--- config.mk ---
export PLATFORM = sky130hd
export DESIGN_NAME = key_event_classifier_core
export DESIGN_NICKNAME = d
export VERILOG_FILES = /design/src/sv/kec_pkg.sv /design/src/sv/kec_datapath.sv /design/src/sv/kec_ctrl.sv /design/src/sv/key_event_classifier_core.sv
export VERILOG_INCLUDE_DIRS = /design/src /design/src/sv
export SDC_FILE = /design/constraint.sdc
export NUM_CORES = 1
export LEC_CHECK = 0
export BUFFER_PORTS_ARGS = -buffer_cell sky130_fd_sc_hd__buf_2
export CORE_ASPECT_RATIO = 1.1
export CORE_UTILIZATION = 26
export DETAILED_ROUTE_END_ITERATION = 6
export PLACE_DENSITY = 0.38
export SYNTH_ARGS = -nofsm -noshare
export SYNTH_HDL_FRONTEND = slang
export SYNTH_SLANG_ARGS = --single-unit
--- constraint.sdc ---
create_clock -name clk -period 15.09 [get_ports clk]
set_input_delay 3.018 -clock clk [delete_from_list [all_inputs] [get_ports clk]]
set_output_delay 3.018 -clock clk [all_outputs]
set_load 0.005 [all_outputs]
--- src/sv/key_event_classifier_core_defines.svh ---
// Assertion macros shared by the key event classifier.
`ifndef KEY_EVENT_CLASSIFIER_CORE_DEFINES_SVH
`define KEY_EVENT_CLASSIFIER_CORE_DEFINES_SVH

`ifndef ASSERT_OFF
`define KEC_ASSERT_SAME(lbl, clk, rst, ante, cons, msg) \
  lbl: assert property (@(posedge clk) disable iff (rst) (ante) |-> (cons)) else $error(msg);
`define KEC_ASSERT_NEXT(lbl, clk, rst, ante, cons, msg) \
  lbl: assert property (@(posedge clk) disable iff (rst) (ante) |=> (cons)) else $error(msg);
`else
`define KEC_ASSERT_SAME(lbl, clk, rst, ante, cons, msg)
`define KEC_ASSERT_NEXT(lbl, clk, rst, ante, cons, msg)
`endif

`endif

--- src/sv/kec_pkg.sv ---
package kec_pkg;

  localparam int KEY_COUNT_DEF       = 20;
  localparam int EVENTS_PER_POLL_DEF = 8;
  localparam int MAX_RESULTS         = 8;
  localparam int RES_CNT_W           = $clog2(MAX_RESULTS + 1);
  localparam int KEY_W               = 5;
  localparam int TIME_W              = 32;
  localparam int RAW_W               = 8;
  localparam int CODE_W              = 7;
  localparam int PRESS_BIT           = 7;
  localparam int THR_W               = 16;
  localparam logic [THR_W-1:0] THRESHOLD_RESET = 16'd800;

  typedef enum logic [1:0] {
    KIND_PRESS   = 2'd0,
    KIND_CLICK   = 2'd1,
    KIND_RELEASE = 2'd2,
    KIND_LONG    = 2'd3
  } kind_t;

  typedef enum logic [2:0] {
    ST_IDLE,
    ST_EVENT,
    ST_REL,
    ST_SCAN_RD,
    ST_SCAN_CHK,
    ST_FLUSH
  } state_t;

  typedef struct packed {
    logic  latch;
    logic  emit;
    kind_t kind;
    logic  use_scan;
    logic  write_time;
    logic  set_held;
    logic  clr_held;
    logic  set_fired;
    logic  clr_fired;
    logic  rd_en;
    logic  rd_next;
    logic  idx_inc;
    logic  clr_poll;
    logic  flush;
  } cmd_t;

  typedef struct packed {
    logic mapped;
    logic press;
    logic held_ev;
    logic fired_ev;
    logic long_hit;
    logic idx_last;
    logic can_push;
    logic out_free;
    logic pend_valid;
  } status_t;

endpackage

--- src/sv/kec_datapath.sv ---
module kec_datapath #(
  parameter int KEY_COUNT       = kec_pkg::KEY_COUNT_DEF,
  parameter int EVENTS_PER_POLL = kec_pkg::EVENTS_PER_POLL_DEF
) (
  input  logic                        clk,
  input  logic                        rst,
  input  logic [kec_pkg::RAW_W-1:0]   raw_event,
  input  logic [kec_pkg::TIME_W-1:0]  now_ms,
  input  logic                        cfg_we,
  input  logic [kec_pkg::THR_W-1:0]   cfg_wdata,
  input  kec_pkg::cmd_t               cmd,
  output kec_pkg::status_t            status,
  output logic                        out_valid,
  input  logic                        out_ready,
  output logic [kec_pkg::KEY_W-1:0]   key_index,
  output logic [1:0]                  event_kind,
  output logic [kec_pkg::TIME_W-1:0]  event_time,
  output logic                        last_of_run
);

  localparam int IW     = $clog2(KEY_COUNT);
  localparam int PCW    = $clog2(EVENTS_PER_POLL + 1);
  localparam int KW     = kec_pkg::KEY_W;
  localparam int CW     = kec_pkg::CODE_W;
  localparam int TW     = kec_pkg::TIME_W;
  localparam int RCW    = kec_pkg::RES_CNT_W;
  localparam logic [CW-1:0]  KEY_CODE_MAX = CW'(KEY_COUNT);
  localparam logic [PCW-1:0] POLL_CAP     = PCW'(EVENTS_PER_POLL);
  localparam logic [RCW-1:0] RES_CAP      = RCW'(kec_pkg::MAX_RESULTS);

  logic [kec_pkg::THR_W-1:0] threshold;
  logic [kec_pkg::RAW_W-1:0] raw_r;
  logic [TW-1:0]             now_r;
  logic [KEY_COUNT-1:0]      held;
  logic [KEY_COUNT-1:0]      fired;
  logic [TW-1:0]             press_mem [KEY_COUNT];
  logic [TW-1:0]             rd_data;
  logic [IW-1:0]             idx;
  logic [IW-1:0]             rd_addr;
  logic [PCW-1:0]            poll_cnt;
  logic [RCW-1:0]            res_cnt;
  logic                      pend_valid;
  logic [KW-1:0]             pend_key;
  kec_pkg::kind_t            pend_kind;

  logic [CW-1:0] code;
  logic [IW-1:0] ev_idx;
  logic [IW-1:0] flag_idx;
  logic [KW-1:0] emit_key;
  logic [TW-1:0] diff;
  logic          allowed;
  logic          do_emit;
  logic          out_free;

  assign code     = raw_r[CW-1:0];
  assign ev_idx   = IW'(code - CW'(1));
  assign flag_idx = cmd.use_scan ? idx : ev_idx;
  assign emit_key = cmd.use_scan ? KW'(idx) : KW'(code - CW'(1));
  assign diff     = now_r - rd_data;
  assign allowed  = (res_cnt < RES_CAP) && (poll_cnt < POLL_CAP);
  assign do_emit  = cmd.emit && allowed;
  assign out_free = !out_valid || out_ready;
  assign rd_addr  = cmd.rd_next ? idx + IW'(1) : idx;

  always_comb begin
    status.mapped     = (code != '0) && (code <= KEY_CODE_MAX);
    status.press      = raw_r[kec_pkg::PRESS_BIT];
    status.held_ev    = held[ev_idx];
    status.fired_ev   = fired[ev_idx];
    status.long_hit   = held[idx] && !fired[idx] && (diff > TW'(threshold));
    status.idx_last   = (idx == IW'(KEY_COUNT - 1));
    status.can_push   = !pend_valid || out_free;
    status.out_free   = out_free;
    status.pend_valid = pend_valid;
  end

  always_ff @(posedge clk) begin
    if (rst) begin
      threshold <= kec_pkg::THRESHOLD_RESET;
    end else if (cfg_we) begin
      threshold <= cfg_wdata;
    end
  end

  always_ff @(posedge clk) begin
    if (cmd.latch) begin
      raw_r <= raw_event;
      now_r <= now_ms;
    end
  end

  // Press times are only used for held keys, and a key is held only after its
  // time was written, so the array needs no clearing.
  always_ff @(posedge clk) begin
    if (cmd.write_time) begin
      press_mem[ev_idx] <= now_r;
    end
    if (cmd.rd_en) begin
      rd_data <= press_mem[rd_addr];
    end
  end

  always_ff @(posedge clk) begin
    if (rst) begin
      held  <= '0;
      fired <= '0;
    end else begin
      if (cmd.set_held) begin
        held[flag_idx] <= 1'b1;
      end else if (cmd.clr_held) begin
        held[flag_idx] <= 1'b0;
      end
      if (cmd.set_fired) begin
        fired[flag_idx] <= 1'b1;
      end else if (cmd.clr_fired) begin
        fired[flag_idx] <= 1'b0;
      end
    end
  end

  always_ff @(posedge clk) begin
    if (rst) begin
      idx <= '0;
    end else if (cmd.latch) begin
      idx <= '0;
    end else if (cmd.idx_inc) begin
      idx <= idx + IW'(1);
    end
  end

  always_ff @(posedge clk) begin
    if (rst) begin
      poll_cnt <= '0;
    end else if (cmd.clr_poll) begin
      poll_cnt <= '0;
    end else if (do_emit) begin
      poll_cnt <= poll_cnt + PCW'(1);
    end
  end

  always_ff @(posedge clk) begin
    if (rst) begin
      res_cnt <= '0;
    end else if (cmd.latch) begin
      res_cnt <= '0;
    end else if (do_emit) begin
      res_cnt <= res_cnt + RCW'(1);
    end
  end

  // One result is held back as pending so that the final one of an item can
  // be marked when the item's work ends.
  always_ff @(posedge clk) begin
    if (rst) begin
      pend_valid <= 1'b0;
    end else if (do_emit) begin
      pend_valid <= 1'b1;
    end else if (cmd.flush) begin
      pend_valid <= 1'b0;
    end
  end

  always_ff @(posedge clk) begin
    if (do_emit) begin
      pend_key  <= emit_key;
      pend_kind <= cmd.kind;
    end
  end

  always_ff @(posedge clk) begin
    if (rst) begin
      out_valid <= 1'b0;
    end else if ((do_emit && pend_valid) || (cmd.flush && pend_valid)) begin
      out_valid <= 1'b1;
    end else if (out_ready) begin
      out_valid <= 1'b0;
    end
  end

  always_ff @(posedge clk) begin
    if ((do_emit && pend_valid) || (cmd.flush && pend_valid)) begin
      key_index   <= pend_key;
      event_kind  <= pend_kind;
      event_time  <= now_r;
      last_of_run <= cmd.flush;
    end
  end

endmodule

--- src/sv/kec_ctrl.sv ---
module kec_ctrl (
  input  logic             clk,
  input  logic             rst,
  input  logic             in_valid,
  input  logic             mode,
  output logic             in_ready,
  input  kec_pkg::status_t status,
  output kec_pkg::cmd_t    cmd
);

  kec_pkg::state_t state;
  kec_pkg::state_t state_next;

  always_ff @(posedge clk) begin
    if (rst) begin
      state <= kec_pkg::ST_IDLE;
    end else begin
      state <= state_next;
    end
  end

  always_comb begin
    state_next = state;
    unique case (state)
      kec_pkg::ST_IDLE: begin
        if (in_valid) begin
          state_next = mode ? kec_pkg::ST_SCAN_RD : kec_pkg::ST_EVENT;
        end
      end
      kec_pkg::ST_EVENT: begin
        if (status.can_push) begin
          if (status.mapped && !status.press && status.held_ev && !status.fired_ev) begin
            state_next = kec_pkg::ST_REL;
          end else begin
            state_next = kec_pkg::ST_FLUSH;
          end
        end
      end
      kec_pkg::ST_REL: begin
        if (status.can_push) begin
          state_next = kec_pkg::ST_FLUSH;
        end
      end
      kec_pkg::ST_SCAN_RD: begin
        state_next = kec_pkg::ST_SCAN_CHK;
      end
      kec_pkg::ST_SCAN_CHK: begin
        if (status.can_push && status.idx_last) begin
          state_next = kec_pkg::ST_FLUSH;
        end
      end
      kec_pkg::ST_FLUSH: begin
        if (!status.pend_valid || status.out_free) begin
          state_next = kec_pkg::ST_IDLE;
        end
      end
      default: state_next = kec_pkg::ST_IDLE;
    endcase
  end

  always_comb begin
    cmd      = '0;
    in_ready = 1'b0;
    unique case (state)
      kec_pkg::ST_IDLE: begin
        in_ready  = 1'b1;
        cmd.latch = in_valid;
      end
      kec_pkg::ST_EVENT: begin
        if (status.can_push && status.mapped) begin
          if (status.press) begin
            cmd.emit       = 1'b1;
            cmd.kind       = kec_pkg::KIND_PRESS;
            cmd.write_time = 1'b1;
            cmd.set_held   = 1'b1;
            cmd.clr_fired  = 1'b1;
          end else if (status.held_ev) begin
            cmd.emit = 1'b1;
            if (status.fired_ev) begin
              cmd.kind     = kec_pkg::KIND_RELEASE;
              cmd.clr_held = 1'b1;
            end else begin
              cmd.kind = kec_pkg::KIND_CLICK;
            end
          end
        end
      end
      kec_pkg::ST_REL: begin
        if (status.can_push) begin
          cmd.emit     = 1'b1;
          cmd.kind     = kec_pkg::KIND_RELEASE;
          cmd.clr_held = 1'b1;
        end
      end
      kec_pkg::ST_SCAN_RD: begin
        cmd.rd_en = 1'b1;
      end
      kec_pkg::ST_SCAN_CHK: begin
        cmd.use_scan = 1'b1;
        cmd.kind     = kec_pkg::KIND_LONG;
        if (status.can_push) begin
          cmd.emit      = status.long_hit;
          cmd.set_fired = status.long_hit;
          if (status.idx_last) begin
            cmd.clr_poll = 1'b1;
          end else begin
            // Fetch the next key's press time while this one is checked.
            cmd.idx_inc = 1'b1;
            cmd.rd_en   = 1'b1;
            cmd.rd_next = 1'b1;
          end
        end
      end
      kec_pkg::ST_FLUSH: begin
        cmd.flush = status.pend_valid && status.out_free;
      end
      default: begin
        cmd = '0;
      end
    endcase
  end

endmodule

--- src/sv/key_event_classifier_core.sv ---
// Key event item: latched on acceptance and classified; each result waits in a
// pending slot, and the last leaves marked by last_of_run in the flush state. A
// new item is taken only after the return to idle. Scan item: one key entry per
// cycle unless a push stalls, via the single read port of the press time memory.
// Reset is synchronous and active high; it clears all key flags, the poll count,
// the output channel and sets the long press threshold to 800 ms.
`include "key_event_classifier_core_defines.svh"

module key_event_classifier_core #(
  parameter int KEY_COUNT       = kec_pkg::KEY_COUNT_DEF,
  parameter int EVENTS_PER_POLL = kec_pkg::EVENTS_PER_POLL_DEF
) (
  input  logic                        clk,
  input  logic                        rst,
  input  logic                        in_valid,
  output logic                        in_ready,
  input  logic                        mode,
  input  logic [kec_pkg::RAW_W-1:0]   raw_event,
  input  logic [kec_pkg::TIME_W-1:0]  now_ms,
  output logic                        out_valid,
  input  logic                        out_ready,
  output logic [kec_pkg::KEY_W-1:0]   key_index,
  output logic [1:0]                  event_kind,
  output logic [kec_pkg::TIME_W-1:0]  event_time,
  output logic                        last_of_run,
  input  logic                        cfg_we,
  input  logic [kec_pkg::THR_W-1:0]   cfg_wdata
);

  kec_pkg::cmd_t    cmd;
  kec_pkg::status_t status;
  logic             in_xfer;
  logic             last_out;

  kec_ctrl u_ctrl (
    .clk      (clk),
    .rst      (rst),
    .in_valid (in_valid),
    .mode     (mode),
    .in_ready (in_ready),
    .status   (status),
    .cmd      (cmd)
  );

  kec_datapath #(
    .KEY_COUNT       (KEY_COUNT),
    .EVENTS_PER_POLL (EVENTS_PER_POLL)
  ) u_datapath (
    .clk         (clk),
    .rst         (rst),
    .raw_event   (raw_event),
    .now_ms      (now_ms),
    .cfg_we      (cfg_we),
    .cfg_wdata   (cfg_wdata),
    .cmd         (cmd),
    .status      (status),
    .out_valid   (out_valid),
    .out_ready   (out_ready),
    .key_index   (key_index),
    .event_kind  (event_kind),
    .event_time  (event_time),
    .last_of_run (last_of_run)
  );

  assign in_xfer  = in_valid && in_ready;
  assign last_out = out_valid && last_of_run;

  `KEC_ASSERT_NEXT(a_busy_after_accept, clk, rst, in_xfer, !in_ready, "input taken while busy")
  `KEC_ASSERT_SAME(a_no_leftover, clk, rst, in_xfer, !status.pend_valid, "stale pending result")
  `KEC_ASSERT_NEXT(a_flush_marks_last, clk, rst, cmd.flush, last_out, "final result not marked")

endmodule
==> results.cfg, run 1 <==
[outcome]
outcome = finished, final reports clean

[die]
die_h_microns = 382
rows = 139
ios = 104
die_w_microns = 348
fp.dieArea_sq_um = 133000
start_util_pct = 26.2
core_area_sq_um = 131000

[worst_setup_path]
rrSetupSlack_ns = 8.03
cp-end-kind = flop
path_class = reg2reg
critPathLaunchType = flop
rr_worst_depth = 23
arrival_ns = 7.37
path_buf_inv = 2
max_stage_delay_ns = 0.79
worstPathCellList = inv_1 -> ha_1 -> fa_1 -> nor2b_1 -> o2111ai_1 -> a21oi_1 -> nor2_1 -> o21bai_1 -> a21o_1 -> a21o_1 -> a21oi_1 -> xnor2_1 -> ha_1 -> nand4_1 -> a2111oi_0 -> a211oi_1 -> o2111ai_1 -> nor3_1 -> and4b_1 -> a41oi_4 -> o211ai_1 -> o21ai_4 -> buf_4
crit_slowest_cell = edfxtp_1
r2r-start = u_datapath.now_r[0]
critPathTopFamily = compound AO/OA/AOI/OAI gates
worstPathRequired_ns = 15.40
reg2reg_to = u_datapath.event_time[5]
cp_max_fo = 25

[synth]
synth_common_cells = 759 x edfxtp_1, 203 x mux4_2, 119 x nor2_1
syn-cell-area_sq_um = 34200
avgSynthCellArea_sq_um = 18.1
ys_top_cells_by_area = edfxtp_1 67%, mux4_2 13%, dfxtp_1 4.3%
yosysWarnings = 0
synth_seq_cells = 833
synth-main-ff-cell = edfxtp_1
yosysTopAreaCellShare_pct = 66.6
synthCells = 1894
synth.yosys.seq_area_share_pct = 70.9
syn_nets = 2012
ys_async_sr_fraction_pct = 0
synth_most_common_cell = edfxtp_1
synth_top_cell_by_area = edfxtp_1
synth_edf_count = 759
synth_cell_type_count = 74

[clock_tree]
cts_buffer_depth = 3
ctsHoldBuffers = 0
clkLatencyLatePin_ns = 0.71
cts_inserted_buffers = 99
root_buffer = clkbuf_16
cts-htree-levels = 3
post_cts_buffers = 0
cts.repair.resized = 0
cts_sinks = 833
clk_transition_reported_paths_ns = 0.06
cts_tree = yes

[sta]
hold_viol_final = 0
fmax_ghz = 0.142
finalCritPeriodShare_pct = 46.8
slew_violations = 0
finalSetupViolCount = 0
timing.hold.ws_ns = 0.420
worst_pin_slew_ns = 1.22
fin_tns_setup_ns = 0
fin_worst_skew_ns = 0.0309
rsz0062_at_grt = false
layout_min_cycle_time_ns = 7.06
max-slew-margin-rel_pct = 18.6

[power_and_ir_drop]
internal-power_mw = 4.79
peakVddDrop_v = 0.000179
power_density_nw_per_um2 = 169
p_switching_mw = 2.01
p_leak_nw = 13.2
combPwrFrac_pct = 24.4
p_sw_share_pct = 29.5
p_seq_share_pct = 41.4
pwr-share-clk_pct = 34.2

[global_routing]
grt.overflow.total = 0
grt_pass1_wl_mm = 142
grt_use_total_pct = 15.0
grt_pass1_vias = 19300
antenna_found_initial = 1
grt_max_degree = 92

[hold_path]
holdCritPathClass = reg2reg
holdPathStages = 0
whs_endpoint = u_datapath.event_kind[1]
min-delay-start = u_datapath.pend_kind[1]

[finish]
syn2layout_area_growth_pct = 17.8
diodes = 0
drive_above_1_share_pct = 26.9
nNetsFinal = 2177

[place]
hpwl_mm = 51.9
numPortBuffers = 103
gp_congestion = 0.792

[routing]
avgRoutedWirePerCell_microns = 25.3
first_pass_iters = 5
avgViaCountPerCell = 4.66
wl_mm = 98.9
vias = 18200
ant_nets = 0
first_iter_violations = 1331
route.detailed.drc = 0

[flow_run]
drv_cap = 0
[cells in the final DEF, fill, tap and decap left out, types with 35 or more instances in the layout]
| cell | instances |
|---|---|
| dfxtp_1 | 74 |
| ha_1 | 55 |
| buf_4 | 47 |
| nor2_1 | 99 |
| mux4_2 | 203 |
| clkbuf_16 | 101 |
| a21oi_1 | 84 |
| nand2_1 | 79 |
| inv_1 | 77 |
| edfxtp_1 | 759 |
| buf_2 | 103 |
| mux2_2 | 35 |
[area by class of cell]
cell class | instances | area (sq um)
fill | 12700 | 90300
timing repair buffer | 151 | 888
tap | 1762 | 2200
clock inverter | 55 | 487
sequential | 833 | 24300
clock buffer | 127 | 2660
multi-input combinational | 897 | 9510
inverter | 77 | 289
[worst register-to-register path, stage by stage (launching register included)]
cell and delay [ns]:
edfxtp_1 0.79, inv_1 0.11, ha_1 0.23, fa_1 0.41
nor2b_1 0.19, o2111ai_1 0.24, a21oi_1 0.22, nor2_1 0.08
o21bai_1 0.13, a21o_1 0.15, a21o_1 0.11, a21oi_1 0.07
xnor2_1 0.16, ha_1 0.31, nand4_1 0.14, a2111oi_0 0.49
a211oi_1 0.10, o2111ai_1 0.26, nor3_1 0.08, and4b_1 0.21
a41oi_4 0.78, o211ai_1 0.34, o21ai_4 0.38, buf_4 0.63
[worst max path at each step]
stage	slack, ns	startpoint	to	cells past startpoint
after floorplan	8.87	out_ready	u_datapath.press_mem[17][0]	9
after global placement	7.80	out_ready	u_datapath.rd_data[19]	10
after detailed placement	7.71	out_ready	u_datapath.rd_data[16]	10
after CTS	7.89	u_datapath.now_r[0]	u_datapath.event_time[2]	23
after global routing	7.39	u_datapath.now_r[0]	u_datapath.event_time[5]	23
final	8.03	u_datapath.now_r[0]	u_datapath.event_time[5]	23
[kinds of logic after synthesis]
| logic type | synth area share (%) |
|---|---|
| XOR/XNOR | 0.687 |
| AO/OA/AOI/OAI | 5.08 |
| adder cells (fa/ha/maj) | 2.07 |
| AND/OR/NAND/NOR | 4.05 |
| flip-flops | 70.9 |
| multiplexers | 15.1 |
| buffers and inverters | 2.07 |
[power by group through the flow]
stage	combinational (mW)	clock [mW]	sequential, mW
floorplan	1.26	0	2.82
global placement	1.69	0	2.86
detailed placement	1.69	0	2.86
CTS	1.70	2.41	2.82
global route	1.84	2.49	2.83
finish	1.66	2.33	2.81
[flip-flops by register name, summed over array words and instances (netlist names), named ones only]
signal                  cells
u_datapath.press_mem      640
u_datapath.raw_r            8
u_datapath.now_r           32
u_datapath.threshold       16
u_datapath.event_kind       2
u_datapath.res_cnt          4
u_datapath.pend_valid       1
u_datapath.key_index        5
u_datapath.rd_data         32
u_datapath.pend_kind        2
u_datapath.out_valid        1
u_datapath.idx              5
u_datapath.event_time      32
u_ctrl.state                3
u_datapath.last_of_run      1
u_datapath.pend_key         5
u_datapath.poll_cnt         4
[layer usage]
layer	vias to the layer above	global-route usage, %	wire [microns]	share of wire [%]
li1	7983	-	-	-
met1	9660	19.9	44500	45
met2	415	25.0	48400	49
met3	144	2.18	3560	3.6
met4	0	4.87	2420	2.4
met5	-	0	0	0
[through the flow]
step / instances / util (%) / total power, mW / instance area (sq um) / setup WS (ns)
3_5_place_dp: 3720 / 28.5 / 4.56 / 37200 / 7.71
4_1_cts: 3902 / 30.9 / 6.92 / 40300 / 7.89
2_1_floorplan: 1894 / - / 4.08 / 34200 / 8.87
3_3_place_gp: 3720 / 28.5 / 4.55 / 37200 / 7.80
6_report: 3902 / 30.9 / 6.80 / 40300 / 8.03
5_1_grt: 3902 / 30.9 / 7.15 / 40300 / 7.39
Note: power is estimated with default switching activity, not from simulation.
==> run 2, diff against run 1 <==
clock period = 7.2 ns   (was 15.09 ns; I/O delays follow)
==> run 2 against run 1 <==
Effect of this change: total power is 110% higher; global-route usage fell by 0.31 points; cell count rose by 0.10%; clock skew up 0.0093 ns; clock power grew 110%; sequential power is 110% higher; largest cell class unchanged.
==> results.cfg, run 2 (synthesized netlist as in run 1, its figures left out) <==
[outcome]
outcome = finished, final reports clean

[finish]
drive_above_1_share_pct = 26.5
final_common_cell = edfxtp_1
nNetsFinal = 2182
fin_util_pct = 31.0
fin_cells = 3906
largest_register = u_datapath.press_mem
multiInputGateArea_sq_um = 9500
syn2layout_area_growth_pct = 18.4
fin_area_sq_um = 40500
largest_reg_flops = 640
diodes = 0
fillers = 12700
regArea_sq_um = 24300
final_cell_mix = 759 x edfxtp_1, 203 x mux4_2, 103 x buf_2

[worst_setup_path]
reg2reg_to = u_datapath.event_time[12]
worstPathRequired_ns = 7.54
worstSetupStartpoint = u_datapath.now_r[0]
crit_path_end = u_datapath.event_time[12]
path_class = reg2reg
critPathLaunchType = flop
arrival_ns = 6.43
rrSetupSlack_ns = 1.11
r2r-start = u_datapath.now_r[0]
cp_max_fo = 23
cp-end-kind = flop
rr_worst_depth = 24

[die]
fp.dieArea_sq_um = 133000
die_h_microns = 382
rows = 139
ios = 104
die_w_microns = 348
core_area_sq_um = 131000
start_util_pct = 26.2

[place]
dp.cells = 3729
gp_congestion = 0.820
dp_slack_ns = 1.06
hpwl_mm = 56.5
postPlaceCellArea_sq_um = 37400
numPortBuffers = 103

[sta]
rsz0062_at_grt = false
hold_viol_final = 0
layout_min_cycle_time_ns = 6.09
max-slew-margin-rel_pct = 31.2
timing.hold.ws_ns = 0.423
finalSetupViolCount = 0
fin_tns_setup_ns = 0
final.setup.worst_slack_ns = 1.11
fin_worst_skew_ns = 0.0402
worst_pin_slew_ns = 1.03
finalCritPeriodShare_pct = 84.6
fmax_ghz = 0.164
slew_violations = 0

[routing]
first_iter_violations = 1510
vias = 18100
ant_nets = 0
wl_mm = 96.5
avgViaCountPerCell = 4.63
first_pass_iters = 5
route.detailed.drc = 0
avgRoutedWirePerCell_microns = 24.7

[clock_tree]
post_cts_buffers = 0
cts_sinks = 833
root_buffer = clkbuf_16
cts_buffer_depth = 3
cts.repair.resized = 0
clkLatencyLatePin_ns = 0.70
ctsHoldBuffers = 0
cts_tree = yes
cts_inserted_buffers = 95
clk_transition_reported_paths_ns = 0.06
cts-htree-levels = 3

[global_routing]
grt_pass1_wl_mm = 139
met3_usage_pct = 2.06
gr-usage-met1_pct = 19.6
grt_max_degree = 63
grt_pass1_vias = 19300
grt.overflow.total = 0
antenna_found_initial = 3
grt_use_total_pct = 14.7
busiest_layer = met2
met2_usage_pct = 24.6

[power_and_ir_drop]
power_density_nw_per_um2 = 354
p_leak_nw = 13.2
p_total_mw = 14.3
peakVddDrop_v = 0.000212

[flow_run]
drv_cap = 0

[hold_path]
holdCritPathClass = reg2reg
-- run 2: changes by cell type in the layout (fill, tap and decap cells not counted), sizes merged --
cell,previous run,this run
clkinv,46,32
buf,151,160
clkbuf,127,134
bufinv,6,7
clkinvlp,3,4
-- run 2: metal layers --
metal	up-vias	wire (microns)
met5	-	13
met4	2	1900
met3	110	3470
met2	423	47200
met1	9528	43900
li1	8011	-
-- run 2: power by group --
part | internal (mW) | leakage (nW) | switching (mW)
Sequential | 5.67 | 7.44 | 0.236
Clock | 2.81 | 1.49 | 1.98
Combinational | 1.65 | 4.31 | 2.01
Total | 10.1 | 13.2 | 4.22
-- run 2: worst min path at each step --
stage / from / end / slack [ns] / cells past startpoint
after floorplan: u_datapath.pend_kind[0] / u_datapath.event_kind[0] / 0.40 / 0
after global placement: u_datapath.pend_kind[1] / u_datapath.event_kind[1] / 0.42 / 0
after detailed placement: u_datapath.pend_key[3] / u_datapath.key_index[3] / 0.41 / 0
after CTS: u_datapath.pend_key[3] / u_datapath.key_index[3] / 0.43 / 0
after global routing: u_datapath.pend_key[4] / u_datapath.key_index[4] / 0.43 / 0
final: u_datapath.pend_key[4] / u_datapath.key_index[4] / 0.42 / 0
-- run 2: critical path, stage by stage, from the launching register on --
cell,delay [ns]
edfxtp_1,0.76
inv_1,0.10
ha_1,0.23
fa_1,0.41
nor2b_1,0.18
o2111ai_1,0.24
a21oi_1,0.23
nor2_1,0.08
o21bai_1,0.15
a21o_1,0.16
a21o_1,0.12
a21oi_1,0.07
xnor2_1,0.15
ha_1,0.31
nand4_1,0.14
a2111oi_0,0.45
a211oi_1,0.10
o2111ai_1,0.33
nor3_1,0.09
and4b_1,0.19
a41oi_2,0.13
buf_4,0.34
o211ai_1,0.20
o21ai_4,0.11
buf_4,0.40
-- run 2: cell type report --
type	instances	share of cell area (%)
multi-input combinational	897	23.4
sequential	833	59.9
inverter	77	0.714
clock inverter	43	1.09
timing repair buffer	160	2.87
tap	1762	5.44
clock buffer	134	6.51
==> run 3, diff against run 2 <==
ABC_AREA = 1   (was default)
PLACE_DENSITY = 0.39   (was 0.38)
clock period = 5.25 ns   (was 7.2 ns; I/O delays follow)
==> run 3 against run 2 <==
Effect of this change: first-iteration DRC count increased by 11%; sequential share of layout area fell by 1.6 points; cell count is 31% higher; synthesized area up 3.6%; count of clock-buffer cells in the layout is 26 lower; design area is 2.7% higher; clock power up 30%; synthesized cell count is 64% higher; critical path type unchanged; core utilization decreased by 0.14 points.
==> results.cfg, run 3 <==
[synth]
synth_most_common_cell = edfxtp_1
synth_cell_type_count = 49
syn-cell-area_sq_um = 35400
yosysTopAreaCellShare_pct = 64.3
avgSynthCellArea_sq_um = 11.4
yosysWarnings = 0
syn_nets = 3229
ys_top_cells_by_area = edfxtp_1 64%, nor2_1 5.3%, o21ai_0 4.7%
synth-main-ff-cell = edfxtp_1
synth.yosys.seq_area_share_pct = 68.5
ys_async_sr_fraction_pct = 0
synth_edf_count = 759
synth_common_cells = 759 x edfxtp_1, 505 x nor2_1, 408 x nand2_1
synth_seq_cells = 833
synth_top_cell_by_area = edfxtp_1
synthCells = 3111

[routing]
vias = 24000
dr_wl_met3_mm = 4.12
avgViaCountPerCell = 4.70
wl_met2_mm = 55.2
avgRoutedWirePerCell_microns = 22.7
route.detailed.drc = 0
first_pass_iters = 6
ant_nets = 0
wl_mm = 116
first_iter_violations = 1670
drt-met1-wl_mm = 54.0
dr.max_layer_used = met4

[sta]
fin_tns_setup_ns = 0
fin_worst_skew_ns = 0.0336
fmax_ghz = 0.221
slew_violations = 0
finalSetupViolCount = 0
max-slew-margin-rel_pct = 36.0
finalCritPeriodShare_pct = 86.2
hold_viol_final = 0
final.setup.worst_slack_ns = 0.726
layout_min_cycle_time_ns = 4.52
rsz0062_at_grt = false
worst_pin_slew_ns = 0.960
timing.hold.ws_ns = 0.421

[hold_path]
holdCritPathClass = reg2reg

[finish]
largest_reg_flops = 640
final_cell_mix = 759 x edfxtp_1, 484 x nor2_1, 407 x nand2_1
fillers = 13900
regArea_sq_um = 24300
nNetsFinal = 3372
drive_above_1_share_pct = 11.8
final_common_cell = edfxtp_1
largest_register = u_datapath.press_mem
multiInputGateArea_sq_um = 9640
syn2layout_area_growth_pct = 17.4
fin_util_pct = 30.9

[global_routing]
grt_max_degree = 120
antenna_found_initial = 7
grt_pass1_wl_mm = 168
grt.overflow.total = 0
grt_use_total_pct = 16.7
grt_pass1_vias = 24100

[die]
die_w_microns = 354
ios = 104
die_h_microns = 389
fp.dieArea_sq_um = 138000
start_util_pct = 26.3
rows = 141
core_area_sq_um = 135000

[worst_setup_path]
path_buf_inv = 3
cp-end-kind = flop
cp_max_fo = 26
crit_top_cell = nand2_1
worstPathRequired_ns = 5.62
max_stage_delay_ns = 0.83
arrival_ns = 4.89
path_class = reg2reg
crit_slowest_cell = edfxtp_1
critPathTopFamily = simple AND/OR/NAND/NOR gates
critPathLaunchType = flop

[clock_tree]
clk_transition_reported_paths_ns = 0.06
cts_inserted_buffers = 94
clkLatencyLatePin_ns = 0.71
cts_buffer_depth = 3
post_cts_buffers = 0
ctsHoldBuffers = 0
cts_sinks = 833
cts_tree = yes
cts.repair.resized = 0
root_buffer = clkbuf_16
cts-htree-levels = 3

[power_and_ir_drop]
p_leak_nw = 14.3
peakVddDrop_v = 0.000312
power_density_nw_per_um2 = 526

[place]
dp_slack_ns = 0.711
gp_congestion = 0.854
numPortBuffers = 103
hpwl_mm = 67.2

[outcome]
outcome = finished, final reports clean

[flow_run]
drv_cap = 0
-- run 3: cell types whose count changed in the layout (fill, tap and decap cells not counted), moves of 29 or more --
| cell | change |
|---|---|
| buf_4 | +29 |
| inv_1 | +167 |
| mux2_2 | -35 |
| mux4_2 | -203 |
| nand2_1 | +328 |
| nand3_1 | +99 |
| nor2_1 | +385 |
| o21ai_0 | +317 |
| o221ai_1 | +95 |
| o22ai_1 | +64 |
-- run 3: worst paths after layout --
path / cells after the start / slack [ns] / endpoint / startpoint
worst max-delay path: 28 / 0.73 / u_datapath.event_time[25] / u_datapath.now_r[12]
worst min-delay path: 0 / 0.42 / u_datapath.key_index[2] / u_datapath.pend_key[2]
worst max register to register: 28 / 0.73 / u_datapath.event_time[25] / u_datapath.now_r[12]
worst min register to register: 0 / 0.42 / u_datapath.key_index[2] / u_datapath.pend_key[2]
-- run 3: through the flow --
step / instance area [sq um] / power, mW / std cells
2_1_floorplan: 35400 / 13.2 / 3111
3_3_place_gp: 38700 / 15.9 / 4945
3_5_place_dp: 38700 / 15.9 / 4945
4_1_cts: 41600 / 22.2 / 5115
5_1_grt: 41600 / 23.3 / 5115
6_report: 41600 / 21.9 / 5117
-- run 3: cell families after synthesis --
| kind of cell | synth area share, % |
|---|---|
| AOI/OAI and AO/OA | 11.8 |
| xor gates and xnor gates | 0.632 |
| adders and majority gates | 2.00 |
| buffers and inverters | 4.92 |
| DFF | 68.5 |
| and+or+nand+nor | 12.1 |
-- run 3: power by group --
part / leakage (nW) / total, mW / internal (mW) / switching [mW]
registers: 7.44 / 8.16 / 7.95 / 0.212
logic: 5.47 / 7.47 / 2.20 / 5.27
clock network: 1.41 / 6.25 / 3.47 / 2.78
total: 14.3 / 21.9 / 13.6 / 8.26
-- run 3: final cells by class --
| cell class | count | area share, % |
|---|---|---|
| clock inverters | 62 | 1.07 |
| flip-flops and latches | 833 | 58.3 |
| inverters | 259 | 2.36 |
| clock buffers | 108 | 5.83 |
| diodes | 2 | 0.0120 |
| well taps | 1787 | 5.37 |
| multi-input cells | 1866 | 23.2 |
| repair buffers | 200 | 3.86 |
-- run 3: metal layers --
layer / global-route usage [%] / up-vias
li1: - / 11400
met1: 22.7 / 12100
met4: 4.99 / 0
met2: 27.6 / 432
met3: 2.15 / 131
met5: 0 / -
